--- src/rtl/core/arc_pkg.sv ---
// Package: shared types, S-box, lane 0 round constants and round functions.
`default_nettype none
package arc_pkg;

  typedef logic [15:0][7:0]  lane_t;
  typedef lane_t [15:0]      lanes_t;
  typedef logic [15:0][63:0] block_t;

  // One block handed from the front end to the round engine
  typedef struct packed {
    logic   fin;
    block_t blk;
  } job_t;

  typedef enum logic [1:0] {
    B_IDLE,
    B_ROUND,
    B_EMIT
  } back_state_t;

  localparam logic [63:0] PAD_WORD = 64'h8000_0000_0000_0000;
  localparam logic [7:0]  FIN_MARK = 8'h01;
  localparam int          LC_DEPTH = 24;

  localparam logic [7:0] SBOX [256] = '{
    8'h63,8'h7c,8'h77,8'h7b,8'hf2,8'h6b,8'h6f,8'hc5,8'h30,8'h01,8'h67,8'h2b,8'hfe,8'hd7,8'hab,8'h76,
    8'hca,8'h82,8'hc9,8'h7d,8'hfa,8'h59,8'h47,8'hf0,8'had,8'hd4,8'ha2,8'haf,8'h9c,8'ha4,8'h72,8'hc0,
    8'hb7,8'hfd,8'h93,8'h26,8'h36,8'h3f,8'hf7,8'hcc,8'h34,8'ha5,8'he5,8'hf1,8'h71,8'hd8,8'h31,8'h15,
    8'h04,8'hc7,8'h23,8'hc3,8'h18,8'h96,8'h05,8'h9a,8'h07,8'h12,8'h80,8'he2,8'heb,8'h27,8'hb2,8'h75,
    8'h09,8'h83,8'h2c,8'h1a,8'h1b,8'h6e,8'h5a,8'ha0,8'h52,8'h3b,8'hd6,8'hb3,8'h29,8'he3,8'h2f,8'h84,
    8'h53,8'hd1,8'h00,8'hed,8'h20,8'hfc,8'hb1,8'h5b,8'h6a,8'hcb,8'hbe,8'h39,8'h4a,8'h4c,8'h58,8'hcf,
    8'hd0,8'hef,8'haa,8'hfb,8'h43,8'h4d,8'h33,8'h85,8'h45,8'hf9,8'h02,8'h7f,8'h50,8'h3c,8'h9f,8'ha8,
    8'h51,8'ha3,8'h40,8'h8f,8'h92,8'h9d,8'h38,8'hf5,8'hbc,8'hb6,8'hda,8'h21,8'h10,8'hff,8'hf3,8'hd2,
    8'hcd,8'h0c,8'h13,8'hec,8'h5f,8'h97,8'h44,8'h17,8'hc4,8'ha7,8'h7e,8'h3d,8'h64,8'h5d,8'h19,8'h73,
    8'h60,8'h81,8'h4f,8'hdc,8'h22,8'h2a,8'h90,8'h88,8'h46,8'hee,8'hb8,8'h14,8'hde,8'h5e,8'h0b,8'hdb,
    8'he0,8'h32,8'h3a,8'h0a,8'h49,8'h06,8'h24,8'h5c,8'hc2,8'hd3,8'hac,8'h62,8'h91,8'h95,8'he4,8'h79,
    8'he7,8'hc8,8'h37,8'h6d,8'h8d,8'hd5,8'h4e,8'ha9,8'h6c,8'h56,8'hf4,8'hea,8'h65,8'h7a,8'hae,8'h08,
    8'hba,8'h78,8'h25,8'h2e,8'h1c,8'ha6,8'hb4,8'hc6,8'he8,8'hdd,8'h74,8'h1f,8'h4b,8'hbd,8'h8b,8'h8a,
    8'h70,8'h3e,8'hb5,8'h66,8'h48,8'h03,8'hf6,8'h0e,8'h61,8'h35,8'h57,8'hb9,8'h86,8'hc1,8'h1d,8'h9e,
    8'he1,8'hf8,8'h98,8'h11,8'h69,8'hd9,8'h8e,8'h94,8'h9b,8'h1e,8'h87,8'he9,8'hce,8'h55,8'h28,8'hdf,
    8'h8c,8'ha1,8'h89,8'h0d,8'hbf,8'he6,8'h42,8'h68,8'h41,8'h99,8'h2d,8'h0f,8'hb0,8'h54,8'hbb,8'h16
  };

  localparam logic [7:0] LANE0_CONST [LC_DEPTH][16] = '{
    '{8'h24,8'h3f,8'h6a,8'h88,8'h85,8'ha3,8'h08,8'hd3,8'h13,8'h19,8'h8a,8'h2e,8'h03,8'h70,8'h73,8'h44},
    '{8'h49,8'h7f,8'hd5,8'h11,8'h0b,8'h46,8'h10,8'ha7,8'h26,8'h32,8'h15,8'h5d,8'h06,8'he1,8'he7,8'h88},
    '{8'h92,8'hff,8'hab,8'h22,8'h16,8'h8c,8'h20,8'h4e,8'h4d,8'h65,8'h2a,8'hba,8'h0c,8'hc2,8'hce,8'h11},
    '{8'h25,8'hfe,8'h56,8'h45,8'h2c,8'h19,8'h41,8'h9c,8'h9a,8'hcb,8'h55,8'h74,8'h18,8'h85,8'h9d,8'h22},
    '{8'h4b,8'hfc,8'hac,8'h8a,8'h59,8'h32,8'h82,8'h39,8'h35,8'h97,8'haa,8'he9,8'h30,8'h0b,8'h3b,8'h45},
    '{8'h96,8'hf8,8'h58,8'h15,8'hb2,8'h65,8'h05,8'h73,8'h6b,8'h2f,8'h54,8'hd2,8'h61,8'h16,8'h77,8'h8a},
    '{8'h2d,8'hf0,8'hb0,8'h2a,8'h64,8'hcb,8'h0a,8'he7,8'hd7,8'h5f,8'ha8,8'ha5,8'hc3,8'h2c,8'hef,8'h15},
    '{8'h5b,8'he0,8'h60,8'h55,8'hc9,8'h97,8'h14,8'hce,8'haf,8'hbe,8'h50,8'h4a,8'h87,8'h59,8'hde,8'h2a},
    '{8'hb6,8'hc0,8'hc1,8'haa,8'h93,8'h2f,8'h28,8'h9d,8'h5e,8'h7c,8'ha0,8'h94,8'h0f,8'hb2,8'hbd,8'h55},
    '{8'h6c,8'h81,8'h83,8'h54,8'h27,8'h5f,8'h51,8'h3b,8'hbc,8'hf9,8'h40,8'h29,8'h1e,8'h64,8'h7a,8'haa},
    '{8'hd9,8'h03,8'h07,8'ha8,8'h4f,8'hbe,8'ha2,8'h77,8'h78,8'hf2,8'h80,8'h53,8'h3c,8'hc9,8'hf5,8'h54},
    '{8'hb3,8'h06,8'h0e,8'h50,8'h9e,8'h7c,8'h44,8'hef,8'hf1,8'he4,8'h01,8'ha6,8'h79,8'h93,8'hea,8'ha8},
    '{8'h66,8'h0c,8'h1c,8'ha0,8'h3d,8'hf9,8'h88,8'hde,8'he2,8'hc8,8'h02,8'h4c,8'hf3,8'h27,8'hd4,8'h50},
    '{8'hcd,8'h18,8'h38,8'h40,8'h7b,8'hf2,8'h11,8'hbd,8'hc4,8'h91,8'h04,8'h98,8'he6,8'h4f,8'ha9,8'ha0},
    '{8'h9b,8'h30,8'h71,8'h80,8'hf7,8'he4,8'h22,8'h7a,8'h89,8'h23,8'h08,8'h31,8'hcc,8'h9e,8'h52,8'h40},
    '{8'h37,8'h61,8'he3,8'h01,8'hee,8'hc8,8'h45,8'hf5,8'h13,8'h47,8'h10,8'h63,8'h99,8'h3d,8'ha4,8'h80},
    '{8'h6f,8'hc3,8'hc6,8'h02,8'hdc,8'h91,8'h8a,8'hea,8'h26,8'h8e,8'h20,8'hc7,8'h33,8'h7b,8'h48,8'h01},
    '{8'hdf,8'h87,8'h8d,8'h04,8'hb9,8'h23,8'h15,8'hd4,8'h4d,8'h1d,8'h41,8'h8f,8'h67,8'hf7,8'h90,8'h02},
    '{8'hbf,8'h0f,8'h1b,8'h08,8'h72,8'h47,8'h2a,8'ha9,8'h9a,8'h3a,8'h82,8'h1f,8'hcf,8'hee,8'h21,8'h04},
    '{8'h7e,8'h1e,8'h36,8'h10,8'he5,8'h8e,8'h55,8'h52,8'h35,8'h75,8'h05,8'h3e,8'h9f,8'hdc,8'h43,8'h08},
    '{8'hfd,8'h3c,8'h6d,8'h20,8'hca,8'h1d,8'haa,8'ha4,8'h6b,8'heb,8'h0a,8'h7d,8'h3f,8'hb9,8'h86,8'h10},
    '{8'hfa,8'h79,8'hdb,8'h41,8'h95,8'h3a,8'h54,8'h48,8'hd7,8'hd6,8'h14,8'hfb,8'h7f,8'h72,8'h0d,8'h20},
    '{8'hf4,8'hf3,8'hb7,8'h82,8'h2b,8'h75,8'ha8,8'h90,8'haf,8'had,8'h28,8'hf6,8'hff,8'he5,8'h1a,8'h41},
    '{8'he8,8'he6,8'h6e,8'h05,8'h57,8'heb,8'h50,8'h21,8'h5e,8'h5a,8'h51,8'hec,8'hfe,8'hca,8'h34,8'h82}
  };

  // GF(2^8) multiply by x
  function automatic logic [7:0] xt(input logic [7:0] x);
    return {x[6:0], 1'b0} ^ (x[7] ? 8'h1b : 8'h00);
  endfunction

  // AddRoundKey, SubBytes, ShiftRows, MixColumns; byte i is row i%4, column i/4
  function automatic lane_t aes_round(input lane_t v, input lane_t k);
    lane_t t;
    lane_t s;
    lane_t o;
    for (int i = 0; i < 16; i++) t[i] = v[i] ^ k[i];
    for (int c = 0; c < 4; c++)
      for (int r = 0; r < 4; r++)
        s[r + 4 * c] = SBOX[t[r + 4 * ((c + r) & 3)]];
    for (int c = 0; c < 4; c++) begin
      o[4*c]   = xt(s[4*c]) ^ xt(s[4*c+1]) ^ s[4*c+1] ^ s[4*c+2] ^ s[4*c+3];
      o[4*c+1] = s[4*c] ^ xt(s[4*c+1]) ^ xt(s[4*c+2]) ^ s[4*c+2] ^ s[4*c+3];
      o[4*c+2] = s[4*c] ^ s[4*c+1] ^ xt(s[4*c+2]) ^ xt(s[4*c+3]) ^ s[4*c+3];
      o[4*c+3] = xt(s[4*c]) ^ s[4*c] ^ s[4*c+1] ^ s[4*c+2] ^ xt(s[4*c+3]);
    end
    return o;
  endfunction

  // Zip mixing at 1, 2, 4 and 8 byte granularity across lane pairs
  function automatic lanes_t zip_all(input lanes_t l);
    lanes_t w;
    lane_t  lo;
    lane_t  hi;
    int     d;
    int     h;
    w = l;
    for (int sh = 0; sh < 4; sh++) begin
      d = 1 << sh;
      h = 8 >> sh;   // elements per lane half
      for (int j = 0; j < 16; j++) begin
        if ((j & d) == 0) begin
          for (int k = 0; k < h; k++)
            for (int x = 0; x < d; x++) begin
              lo[(2*k)*d + x]   = w[j][k*d + x];
              lo[(2*k+1)*d + x] = w[j+d][k*d + x];
              hi[(2*k)*d + x]   = w[j][(h + k)*d + x];
              hi[(2*k+1)*d + x] = w[j+d][(h + k)*d + x];
            end
          w[j]   = lo;
          w[j+d] = hi;
        end
      end
    end
    return w;
  endfunction

endpackage
`default_nettype wire

--- src/rtl/core/arc_if.sv ---
// Interfaces: message word channel and digest word channel.
`default_nettype none
interface arc_in_if;
  logic        valid;
  logic        ready;
  logic [63:0] msg_word;
  logic [6:0]  valid_bits;
  logic        last_word;
  modport source(output valid, msg_word, valid_bits, last_word, input ready);
  modport sink(input valid, msg_word, valid_bits, last_word, output ready);
endinterface

`default_nettype wire

--- src/rtl/core/arc_front.sv ---
// Front end: collects message words into blocks and applies padding.
`default_nettype none
module arc_front (
  input  logic          clk,
  input  logic          rst_n,
  arc_in_if.sink        in_ch,
  output arc_pkg::job_t push_job,
  output logic          push_valid,
  input  logic          push_ready
);
  import arc_pkg::*;

  block_t      buf_r;
  logic [3:0]  pos_r;
  logic        pend_r;
  logic        accept;
  logic        full_v;
  logic [5:0]  vb;
  logic [63:0] mask;
  logic [63:0] part_word;
  block_t      blk;

  assign in_ch.ready = push_ready && !pend_r;
  assign accept      = in_ch.valid && in_ch.ready;
  assign full_v      = in_ch.valid_bits[6];
  assign vb          = in_ch.valid_bits[5:0];

  // tail word: keep valid bits, pad bit right after
  assign mask      = ~64'h0 << (7'd64 - {1'b0, vb});
  assign part_word = (in_ch.msg_word & mask) | (64'h1 << (6'd63 - vb));

  // block as it stands with the current word in place
  always_comb begin
    for (int s = 0; s < 16; s++) begin
      if (5'(s) < {1'b0, pos_r})
        blk[s] = buf_r[s];
      else if (5'(s) == {1'b0, pos_r})
        blk[s] = (in_ch.last_word && !full_v) ? part_word : in_ch.msg_word;
      else if (5'(s) == {1'b0, pos_r} + 5'd1 && in_ch.last_word && full_v)
        blk[s] = PAD_WORD;
      else
        blk[s] = '0;
    end
  end

  // hand blocks over; a full last word that fills a block adds a pad block
  always_comb begin
    push_valid = pend_r || (accept && (in_ch.last_word || pos_r == 4'd15));
    if (pend_r) begin
      push_job.fin    = 1'b1;
      push_job.blk    = '0;
      push_job.blk[0] = PAD_WORD;
    end else begin
      push_job.fin = in_ch.last_word && !(full_v && pos_r == 4'd15);
      push_job.blk = blk;
    end
  end

  always_ff @(posedge clk) begin
    if (!rst_n) begin
      pos_r  <= '0;
      pend_r <= 1'b0;
    end else begin
      if (pend_r && push_ready) pend_r <= 1'b0;
      if (accept) begin
        pos_r  <= (in_ch.last_word || pos_r == 4'd15) ? 4'd0 : pos_r + 4'd1;
        pend_r <= in_ch.last_word && full_v && pos_r == 4'd15;
      end
    end
  end

  always_ff @(posedge clk) begin
    if (accept) buf_r[pos_r] <= in_ch.msg_word;
  end

endmodule
`default_nettype wire

--- src/flat_wrapper.sv ---
// flat-port wrapper written by rule: the top's interface ports become plain ports
module arc_front_flat import arc_pkg::*;
  (clk, rst_n, push_job, push_valid, push_ready, in_ch_valid, in_ch_msg_word, in_ch_valid_bits, in_ch_last_word, in_ch_ready);
  arc_in_if in_ch_i ();
  input  logic clk;
  input  logic rst_n;
  output arc_pkg::job_t push_job;
  output logic push_valid;
  input  logic push_ready;
  input wire logic [$bits(in_ch_i.valid)-1:0] in_ch_valid;
  input wire logic [$bits(in_ch_i.msg_word)-1:0] in_ch_msg_word;
  input wire logic [$bits(in_ch_i.valid_bits)-1:0] in_ch_valid_bits;
  input wire logic [$bits(in_ch_i.last_word)-1:0] in_ch_last_word;
  output wire logic [$bits(in_ch_i.ready)-1:0] in_ch_ready;
  assign in_ch_i.valid = in_ch_valid;
  assign in_ch_i.msg_word = in_ch_msg_word;
  assign in_ch_i.valid_bits = in_ch_valid_bits;
  assign in_ch_i.last_word = in_ch_last_word;
  assign in_ch_ready = in_ch_i.ready;
  arc_front u_core (.clk(clk), .rst_n(rst_n), .in_ch(in_ch_i), .push_job(push_job), .push_valid(push_valid), .push_ready(push_ready));
endmodule
--- config.mk ---
export PLATFORM = sky130hd
export DESIGN_NAME = arc_front_flat
export DESIGN_NICKNAME = d
export VERILOG_FILES = /design/src/rtl/core/arc_pkg.sv /design/src/rtl/core/arc_if.sv /design/src/rtl/core/arc_front.sv /design/src/flat_wrapper.sv
export SDC_FILE = /design/constraint.sdc
export NUM_CORES = 1
export LEC_CHECK = 0
export ABC_AREA = 1
export BUFFER_PORTS_ARGS = -buffer_cell sky130_fd_sc_hd__buf_2
export CORE_AREA = 2 2 430 432
export DETAILED_ROUTE_END_ITERATION = 6
export DIE_AREA = 0 0 432 434
export PLACE_DENSITY_LB_ADDON = 0.12
export REMOVE_ABC_BUFFERS = 1
export SETUP_SLACK_MARGIN = 0.2
export SLEW_MARGIN = 0
export SYNTH_ARGS = -nofsm -noshare
export SYNTH_HDL_FRONTEND = slang
export SYNTH_SLANG_ARGS = --single-unit
--- constraint.sdc ---
create_clock -name clk -period 7.6 [get_ports clk]
set_input_delay 2.28 -clock clk [delete_from_list [all_inputs] [get_ports clk]]
set_output_delay 2.28 -clock clk [all_outputs]
set_load 0.02 [all_outputs]
# Word level (Yosys, flattened, before mapping)
# Index checks and enable logic that the tools add are counted.
dict set report totals {
  inputBits 76
  reg_bits 1029
  wordCells 179
}
dict set report op_classes {
  bitwise 2
  magnitude_cmp 17
  n_mux 55
  shifts 2
  n_eq_ne 31
  n_reduce_logical 50
  add_sub_neg 4
}
# op count
set op_table {}
lappend op_table {{$mux W64} 49}
lappend op_table {{$mux W1025} 1}
lappend op_table {{$bwmux W1024} 1}
lappend op_table {{$demux W64 S4} 1}
lappend op_table {{$and A64 B64 Y64} 1}
lappend op_table {{$or A64 B64 Y64} 1}
lappend op_table {{$shl A1 B6 Y64 const A} 1}
lappend op_table {{$shl A64 B7 Y64 const A} 1}
lappend op_table {{$logic_and A1 B1 Y1} 42}
lappend op_table {{$eq A4 B5 Y1 const A} 8}
lappend op_table {{$eq A4 B4 Y1 const A} 8}
lappend op_table {{$lt A4 B4 Y1 const A} 7}
lappend op_table {{$eq A3 B5 Y1 const A} 4}
lappend op_table {{$eq A3 B4 Y1 const A} 4}
lappend op_table {{$lt A3 B4 Y1 const A} 4}
lappend op_table {{$eq A2 B5 Y1 const A} 2}
lappend op_table {{$eq A2 B4 Y1 const A} 2}
lappend op_table {{$lt A1 B4 Y1 const A} 2}
lappend op_table {{$lt A2 B4 Y1 const A} 2}
lappend op_table {{$sub A7 B6 Y7 const A} 1}
lappend op_table {{$sub A6 B6 Y6 const A} 1}
lappend op_table {{$add A4 B1 Y5 const B} 1}
lappend op_table {{$eq A1 B5 Y1 const A} 1}
lappend op_table {{$logic_not A5 Y1} 1}
lappend op_table {{11 further kinds} 15}

# Logic depth before layout (Yosys ltp)
# Gate-level depths: netlist of the first run.
dict set report depth {
  ltp_word 8
  mapped_depth 15
  ltp_nobuf 14
}

# Worst setup path before layout of the first run
# Ideal clock, no wire load.
dict set report synth_path {
  path_kind {input to register}
  from {input port push_ready}
  to {register u_core.buf_r[448] (netlist name) (enable)}
  t_arrival_ns 7.445
  required_time_ns 7.035
  setup_time_ns 0.565
  path_slack_ns -0.410
  cell_stages 5
  path_buffers 1
  cell_sequence {inv_1 -> nor2_1 -> nand2_1 -> clkbuf_1 -> nor3_1}
}
dict set report synth_between {
  elab_chain_cells 2
}
# item line_no
set synth_rtl {}
lappend synth_rtl {{from (decl)} flat_wrapper.sv:9} ;# input logic push_ready;
lappend synth_rtl {{$logic_and A1 B1 Y1} arc_front.sv:23} ;# assign in_ch.ready = push_ready && !pend_r;
lappend synth_rtl {{net in_ch_ready} flat_wrapper.sv:14} ;# output wire logic [$bits(in_ch_i.ready)-1:0] in_ch_ready;
lappend synth_rtl {{$logic_and A1 B1 Y1} arc_front.sv:24} ;# assign accept = in_ch.valid && in_ch.ready;
lappend synth_rtl {{to (signal, indexed assignment)} arc_front.sv:73} ;# if (accept) buf_r[pos_r] <= in_ch.msg_word;
lappend synth_rtl {{to (decl)} arc_front.sv:13} ;# block_t buf_r;
# The timed path passes the listed nets, and every way through them passes these cells.
# A chain may end at the register's enable or synchronous reset.

==> flow_metrics.tcl, run 1 <==
set metrics [dict create \
    outcome "complete, no violations" \
    final-hold-violation-count 0 \
    drt_drc_violations_left 0 \
    multiInputGateArea_sq_um 15600 \
    postPlaceCellArea_sq_um 55100 \
    cts_max_level 3 \
    yosys-top-cells-area "edfxtp_1, nand2_1, a21oi_1" \
    std_cell_rows 157 \
    setup.worst_path.class "in2out" \
    antenna_found_initial 22 \
    largest_net_degree_at_the_start_of_global_routing 188 \
    syn_area_sq_um 46600 \
    share_of_the_cycle_needed_by_the_critical_path_after_routing_pct 95.8 \
    critical_path_arrival_ns 5.00 \
    groute.layer.met2.usage_pct 48.8 \
    drt_iter0_drc 4744 \
    synth-xor-area-share_pct 0 \
    start_util_pct 25.5 \
    routed_wire_length_per_instance_um 34.1 \
    vdd_drop_max_mv 0.172 \
    crit_fanout 15 \
    library_cell_contributing_the_largest_single_delay_on_the_critical_path "ha_2" \
    layoutNonFillerInstCount 8445 \
    fin_setup_tns_ns 0 \
    postSynthCellCount 4956 \
    clock_sink_count 965 \
    post_cts_setup_repair_bufs 0 \
    clk_transition_reported_paths_ns 0.06 \
    busiest_layer "met2" \
    clockRootBuffer "clkbuf_16" \
    drt_first_pass_iters 6 \
    power_density_nw_per_um2 205 \
    post_synth_mux_area_share_pct 0 \
    post_synth.cell_area_avg_sq_um 9.41 \
    clk-insertion-delay-late_ns 0.81 \
    fillCellCount 19100 \
    main_combinational_cell_family_by_area_after_synthesis "simple AND/OR/NAND/NOR gates" \
    synth_compound_area_share_pct 10.8 \
    report.final.setup_viol 0 \
    worst-endpoint-required_ns 5.32 \
    synth_top_cells_by_count "nand2_1, edfxtp_1, a21oi_1" \
    seq_area_frac_synth_pct 62.1 \
    globalRouteOverflowTotal 0 \
    finalWorstSetupSlack_ns 0.318 \
    final_period_minus_worst_setup_slack_ns 7.28 \
    chipWidth_um 432 \
    total_power_mw 12.0 \
    synth_most_common_cell "nand2_1" \
    leakage_component_of_the_power_nw 22.8 \
    synth_simple_gate_area_share_pct 21.6 \
    detailroute.via_count 43400 \
    hpwlAfterDp_um 189000 \
    cts_tree "done" \
    grtUsageMet3_pct 5.26 \
    cts_max_path_buffers 3 \
    worstSetupStartpointType "input pin" \
    synth-main-ff-cell "edfxtp_1" \
    globalRouteMet1Util_pct 36.9 \
    numPlacedInstances 8224 \
    measured_slew_at_the_worst_slew_check_pin_ns 1.33 \
    most_frequent_cell_on_the_critical_path "nand2_1" \
    core_area_sq_um 182000 \
    cap_viol_max_count 0 \
    worst_path_largest_cell_delay_ns 0.39 \
    crit_path_capture_type "output port" \
    achievable-frequency_ghz 0.137 \
    max-slew-margin-rel_pct 11.7 \
    dieArea_sq_um 187000 \
    antenna_left 0 \
    viasPerCell 5.13 \
    yosys.area_share.adder_pct 0.349 \
    drive_gt1_share_pct 26.7 \
    hold_class "reg2reg" \
    fin_area_sq_um 58700 \
    top_level_ports 1103 \
    finish.net_count 6047 \
    route.final.wire_length_um 288000 \
    grt_usage_pct 29.5 \
    global_route_wire_length_before_repair_um 375000 \
    path_cells "buf_2 > inv_1 > ha_1 > inv_1 > ha_2 > inv_2 > nor2_1 > inv_1 > nand2_1 > nand2_1 > nand2_1 > nand3_4 > nand2_4 > nand2_1 > a21oi_1 > buf_2" \
    postSynthRegisterBits 965 \
    asyncSetResetFlopFracSynth_pct 0 \
    synth_to_final_area_change_pct 26.0 \
    die_height_um 434 \
    synth_largest_type_area_fraction_pct 61.8 \
    first_global_vias 40200 \
    ff_latch_area_sq_um 28900 \
    rsz_0062_raised_after_global_routing "true" \
    detailedPlace.worstSlack_ns 0.0536 \
    clock-skew-final_ns 0.0392 \
    place.gp.congestion 0.859 \
    timing.critical_path.max_delay_family "simple AND/OR/NAND/NOR gates" \
    cts_inserted_buffers 116 \
    yosys.area.top_type "edfxtp_1" \
    ys_warn_count 0 \
    synth_cell_types 46 \
    synth_edf_count 960 \
    cts_hold_buffers 0 \
    io_buffers 1102 \
    path_buf_inv 6 \
    report.final.slew_viol_count 0 \
]
area by class of cell:
cell class	instances	area share, %
Clock inverter	64	0.684
Antenna cell	7	0.0298
Inverter	132	0.886
Timing Repair Buffer	1280	12.2
Sequential cell	965	49.3
Tap cell	2385	5.08
Multi-Input combinational cell	3463	26.6
Clock buffer	149	5.22
worst paths after layout:
path                                           from          endpoint  slack, ns  cells after the start
worst max-delay path            in_ch_valid_bits[0]     push_job[201]       0.32                     16
worst min-delay path                u_core.pos_r[2]   u_core.pos_r[2]       0.62                      2
worst max register to register      u_core.pos_r[3]  u_core.buf_r[89]       3.68                      5
worst min register to register      u_core.pos_r[2]   u_core.pos_r[2]       0.62                      2
registers in the layout, summed over array words and instances (netlist names):
name and cells:
u_core.buf_r 960, u_core.pend_r 1, u_core.pos_r 4
stage by stage:
step	utilization [%]	hold slack, ns
finish	32.2	0.621
global route	32.2	0.650
CTS	32.1	0.607
detailed placement	30.2	0.594
global placement	30.2	0.596
floorplan	-	0.533
layout by cell type (no fill, tap or decap), types with 5 or more instances in the layout:
| master | netlist | routed |
|---|---|---|
| nand2_1 | 1989 | 1982 |
| buf_2 | 25 | 1102 |
| edfxtp_1 | 960 | 960 |
| a21oi_1 | 886 | 885 |
| nor2_1 | 215 | 189 |
| buf_4 | 22 | 151 |
| nand3_1 | 134 | 132 |
| clkbuf_16 | 0 | 118 |
| inv_1 | 120 | 115 |
| nand2_2 | 69 | 59 |
| o21ai_1 | 50 | 50 |
| clkinv_1 | 1 | 34 |
| clkbuf_1 | 299 | 31 |
| nor2_4 | 3 | 29 |
| buf_12 | 2 | 26 |
| nand2_4 | 5 | 22 |
| o21ai_0 | 16 | 16 |
| clkinv_2 | 0 | 16 |
| nand3_2 | 12 | 14 |
| nand3_4 | 13 | 13 |
| ha_1 | 13 | 12 |
| inv_4 | 1 | 10 |
| nor3_2 | 1 | 9 |
| diode_2 | 0 | 7 |
| inv_2 | 10 | 6 |
| inv_6 | 0 | 6 |
| o21bai_2 | 5 | 5 |
| o21ai_2 | 5 | 5 |
kinds of logic (layout without fill, tap and decap cells):
group	count (synthesis)	in the layout
adders and majority gates	13	13
DFF	965	965
other	0	7
and+or+nand+nor	2467	2468
AOI/OAI and AO/OA	982	982
buffers and inverters	529	1625
layer usage:
| metal | part of all wire (%) | wire, um | vias up |
|---|---|---|---|
| met1 | 39 | 114000 | 21900 |
| met2 | 48 | 138000 | 2236 |
| met3 | 7.2 | 20800 | 493 |
| met5 | 0 | 0 | - |
| li1 | - | - | 18700 |
| met4 | 5.5 | 15700 | 0 |
power breakdown:
group	total, mW	leakage [nW]	switching, mW	internal, mW
Clock	5.33	1.69	2.40	2.93
Combinational	0.815	12.4	0.652	0.164
Sequential	5.88	8.69	0.00549	5.87
Total	12.0	22.8	3.06	8.97
tightest hold or removal path: cells and delay by family (launching register included):
family          cells  cell delay [ns]
simple gates        1             0.11
flops               1             0.40
compound gates      1             0.06
repair_timing:
action / CTS / global route
gates cloned: 0 / 1
pin swaps: 0 / 1
gates resized for setup: 7 / 22
setup endpoints to repair: 40 / 230
(Power assumes the default switching activity.)
==> run 2, diff against run 1 <==
--- a/config.mk
+++ b/config.mk
@@ -5,7 +5,6 @@
 export SDC_FILE = /design/constraint.sdc
 export NUM_CORES = 1
 export LEC_CHECK = 0
-export ABC_AREA = 1
 export BUFFER_PORTS_ARGS = -buffer_cell sky130_fd_sc_hd__buf_2
 export CORE_AREA = 2 2 430 432
 export DETAILED_ROUTE_END_ITERATION = 6
==> flow_metrics.tcl, run 2 <==
set metrics [dict create \
    outcome "complete, no violations" \
    setup.worst_path.class "in2out" \
    finish.utilization_pct 33.9 \
    cts_max_path_buffers 3 \
    route.final.wire_length_um 302000 \
    crit_fanout 7 \
    power_density_nw_per_um2 198 \
    core_area_sq_um 182000 \
    top_level_ports 1103 \
    antenna_left 0 \
    ff_latch_area_sq_um 28900 \
    share_of_the_cycle_needed_by_the_critical_path_after_routing_pct 97.7 \
    synth_simple_gate_area_share_pct 11.2 \
    power_frac_comb_pct 8.4 \
    layoutNonFillerInstCount 7911 \
    postSynthRegisterBits 965 \
    layout.cells.most_common "buf_2" \
    finish.net_count 5511 \
    multiInputGateArea_sq_um 16800 \
    std_cell_rows 157 \
    detailroute.via_count 45400 \
    antenna_found_initial 22 \
    first_global_vias 42100 \
    start_util_pct 25.5 \
    numPlacedInstances 7671 \
    p_int_mw 9.05 \
    top_library_cells_by_usage_in_the_layout_fill_and_taps_aside "buf_2, edfxtp_1, nand2_1" \
    fillCellCount 18700 \
    ys_warn_count 0 \
    cts_inserted_buffers 115 \
    synth_most_common_cell "edfxtp_1" \
    critical_path_arrival_ns 5.15 \
    die_height_um 434 \
    report.final.slew_viol_count 0 \
    synth_largest_type_area_fraction_pct 61.8 \
    top_regs "u_core.buf_r: 960 flops, u_core.pos_r: 4 flops, u_core.pend_r: 1 flops" \
    grt_usage_pct 30.8 \
    clockRootBuffer "clkbuf_16" \
    drt_drc_violations_left 0 \
    post_synth.cell_area_avg_sq_um 11.0 \
    hpwlAfterDp_um 206000 \
    place.gp.congestion 0.886 \
    worstSetupStartpointType "input pin" \
    synth_cell_types 88 \
    cts_max_level 3 \
    worst_r2r_path_depth 6 \
    drt_iter0_drc 5408 \
    cts_tree "done" \
    max-slew-margin-rel_pct 10.6 \
    drive_gt1_share_pct 33.8 \
    hold_class "reg2reg" \
    syn_area_sq_um 46600 \
    viasPerCell 5.74 \
    main_combinational_cell_family_by_area_after_synthesis "compound AO/OA/AOI/OAI gates" \
    largest_reg_flops 960 \
    io_buffers 1102 \
    achievable-frequency_ghz 0.135 \
    vdd_drop_max_mv 0.175 \
    asyncSetResetFlopFracSynth_pct 0 \
    yosys-top-cells-area "edfxtp_1, o21ai_0, nand2_1" \
    leakage_component_of_the_power_nw 22.7 \
    largest_net_degree_at_the_start_of_global_routing 177 \
    clock-skew-final_ns 0.0560 \
    chipWidth_um 432 \
    rsz_0062_raised_after_global_routing "true" \
    report.final.setup_viol 0 \
    power_frac_seq_pct 48.2 \
    cts_hold_buffers 0 \
    synth_to_final_area_change_pct 32.6 \
    timing.critical_path.from "in_ch_valid_bits[1]" \
    synth-xor-area-share_pct 0.0376 \
    postSynthCellCount 4234 \
    yosys.area_share.adder_pct 0.349 \
    p_sw_mw 3.16 \
    globalRouteOverflowTotal 0 \
    yosys.area.top_type "edfxtp_1" \
    worst-endpoint-required_ns 5.32 \
    crit_path_capture_type "output port" \
    synth_top_cells_by_count "edfxtp_1, nand2_1, o21ai_0" \
    synth-main-ff-cell "edfxtp_1" \
    endpoint "push_job[291]" \
    measured_slew_at_the_worst_slew_check_pin_ns 1.34 \
    dieArea_sq_um 187000 \
    regToRegStartpoint "u_core.pos_r[3]" \
    max_flop_register "u_core.buf_r" \
    worstReg2RegEnd "u_core.buf_r[38]" \
    synth_compound_area_share_pct 22.3 \
    clk_transition_reported_paths_ns 0.07 \
    post_synth_mux_area_share_pct 0.0859 \
    pwr-share-clk_pct 43.5 \
    clk-insertion-delay-late_ns 0.81 \
    switching_share_pct 25.9 \
    cap_viol_max_count 0 \
    final_period_minus_worst_setup_slack_ns 7.43 \
    fin_hold_ws_ns 0.748 \
    drt_first_pass_iters 6 \
    seq_area_frac_synth_pct 62.1 \
    global_route_wire_length_before_repair_um 394000 \
    clock_sink_count 965 \
    synth_edf_count 960 \
    reg2reg_setup_slack_ns 3.43 \
    final-hold-violation-count 0 \
    routed_wire_length_per_instance_um 38.2 \
]
[run 2: worst min-delay path by stage]
stage                     from               to  slack (ns)  depth (start not counted)
2_1_floorplan  u_core.pos_r[1]  u_core.pos_r[1]        0.58                          2
3_3_place_gp   u_core.pos_r[1]  u_core.pos_r[1]        0.70                          2
3_5_place_dp   u_core.pos_r[1]  u_core.pos_r[1]        0.72                          2
4_1_cts        u_core.pos_r[1]  u_core.pos_r[1]        0.73                          2
5_1_grt        u_core.pos_r[1]  u_core.pos_r[1]        0.79                          2
6_report       u_core.pos_r[1]  u_core.pos_r[1]        0.75                          2
[run 2: stage by stage]
step	power [mW]	setup slack [ns]	cell area, sq um	setup TNS [ns]
after floorplan	6.32	-10.86	44800	-6874.83
after global placement	6.97	-0.477	57700	-22.05
after detailed placement	6.97	-0.462	57700	-19.80
after CTS	12.3	0.0814	61600	0
after global routing	12.5	0.142	61800	0
final	12.2	0.174	61800	0
[run 2: kinds of logic (layout without fill, tap and decap cells)]
kind of cell / after synthesis / count (layout)
compound gates: 1618 / 1618
fa+ha+maj: 13 / 13
other cells: 0 / 11
flops: 965 / 965
buf+inv: 471 / 1752
simple gates: 1161 / 1161
xor+xnor: 2 / 2
mux: 4 / 4
[run 2: layout make-up]
| type | count | share of cell area (%) |
|---|---|---|
| tap | 2385 | 4.83 |
| clock buffer | 138 | 4.86 |
| timing repair buffer | 1523 | 15.4 |
| inverter | 19 | 0.115 |
| multi-input combinational | 2798 | 27.2 |
| clock inverter | 72 | 0.739 |
| antenna | 11 | 0.0445 |
| sequential | 965 | 46.8 |
[run 2: power groups by stage]
stage               Sequential [mW]  Combinational [mW]  Clock [mW]
finish                         5.88                1.02        5.31
global route                   5.88                1.06        5.55
CTS                            5.88                1.01        5.38
detailed placement             5.99               0.980           0
global placement               5.99               0.978           0
floorplan                      6.00               0.322           0
[run 2: layer usage]
metal	track usage [%]	wire length, um	vias to the layer above
met5	0	20	-
met4	15.3	16800	4
met3	4.50	20600	524
met2	51.0	144000	2605
met1	39.3	121000	23500
li1	-	-	18800
[run 2: critical path: stages]
cell      delay (ns)
buf_2           0.16
buf_4           0.17
or4_1           0.50
o32a_2          0.46
buf_4           0.20
a211oi_4        0.41
nor2_1          0.17
a311oi_2        0.51
buf_2           0.27
[run 2: timing repair]
action / CTS / global route
gates resized for setup: 68 / 31
setup buffers: 15 / 4
pin swaps: 9 / 7
setup endpoints to repair: 478 / 253
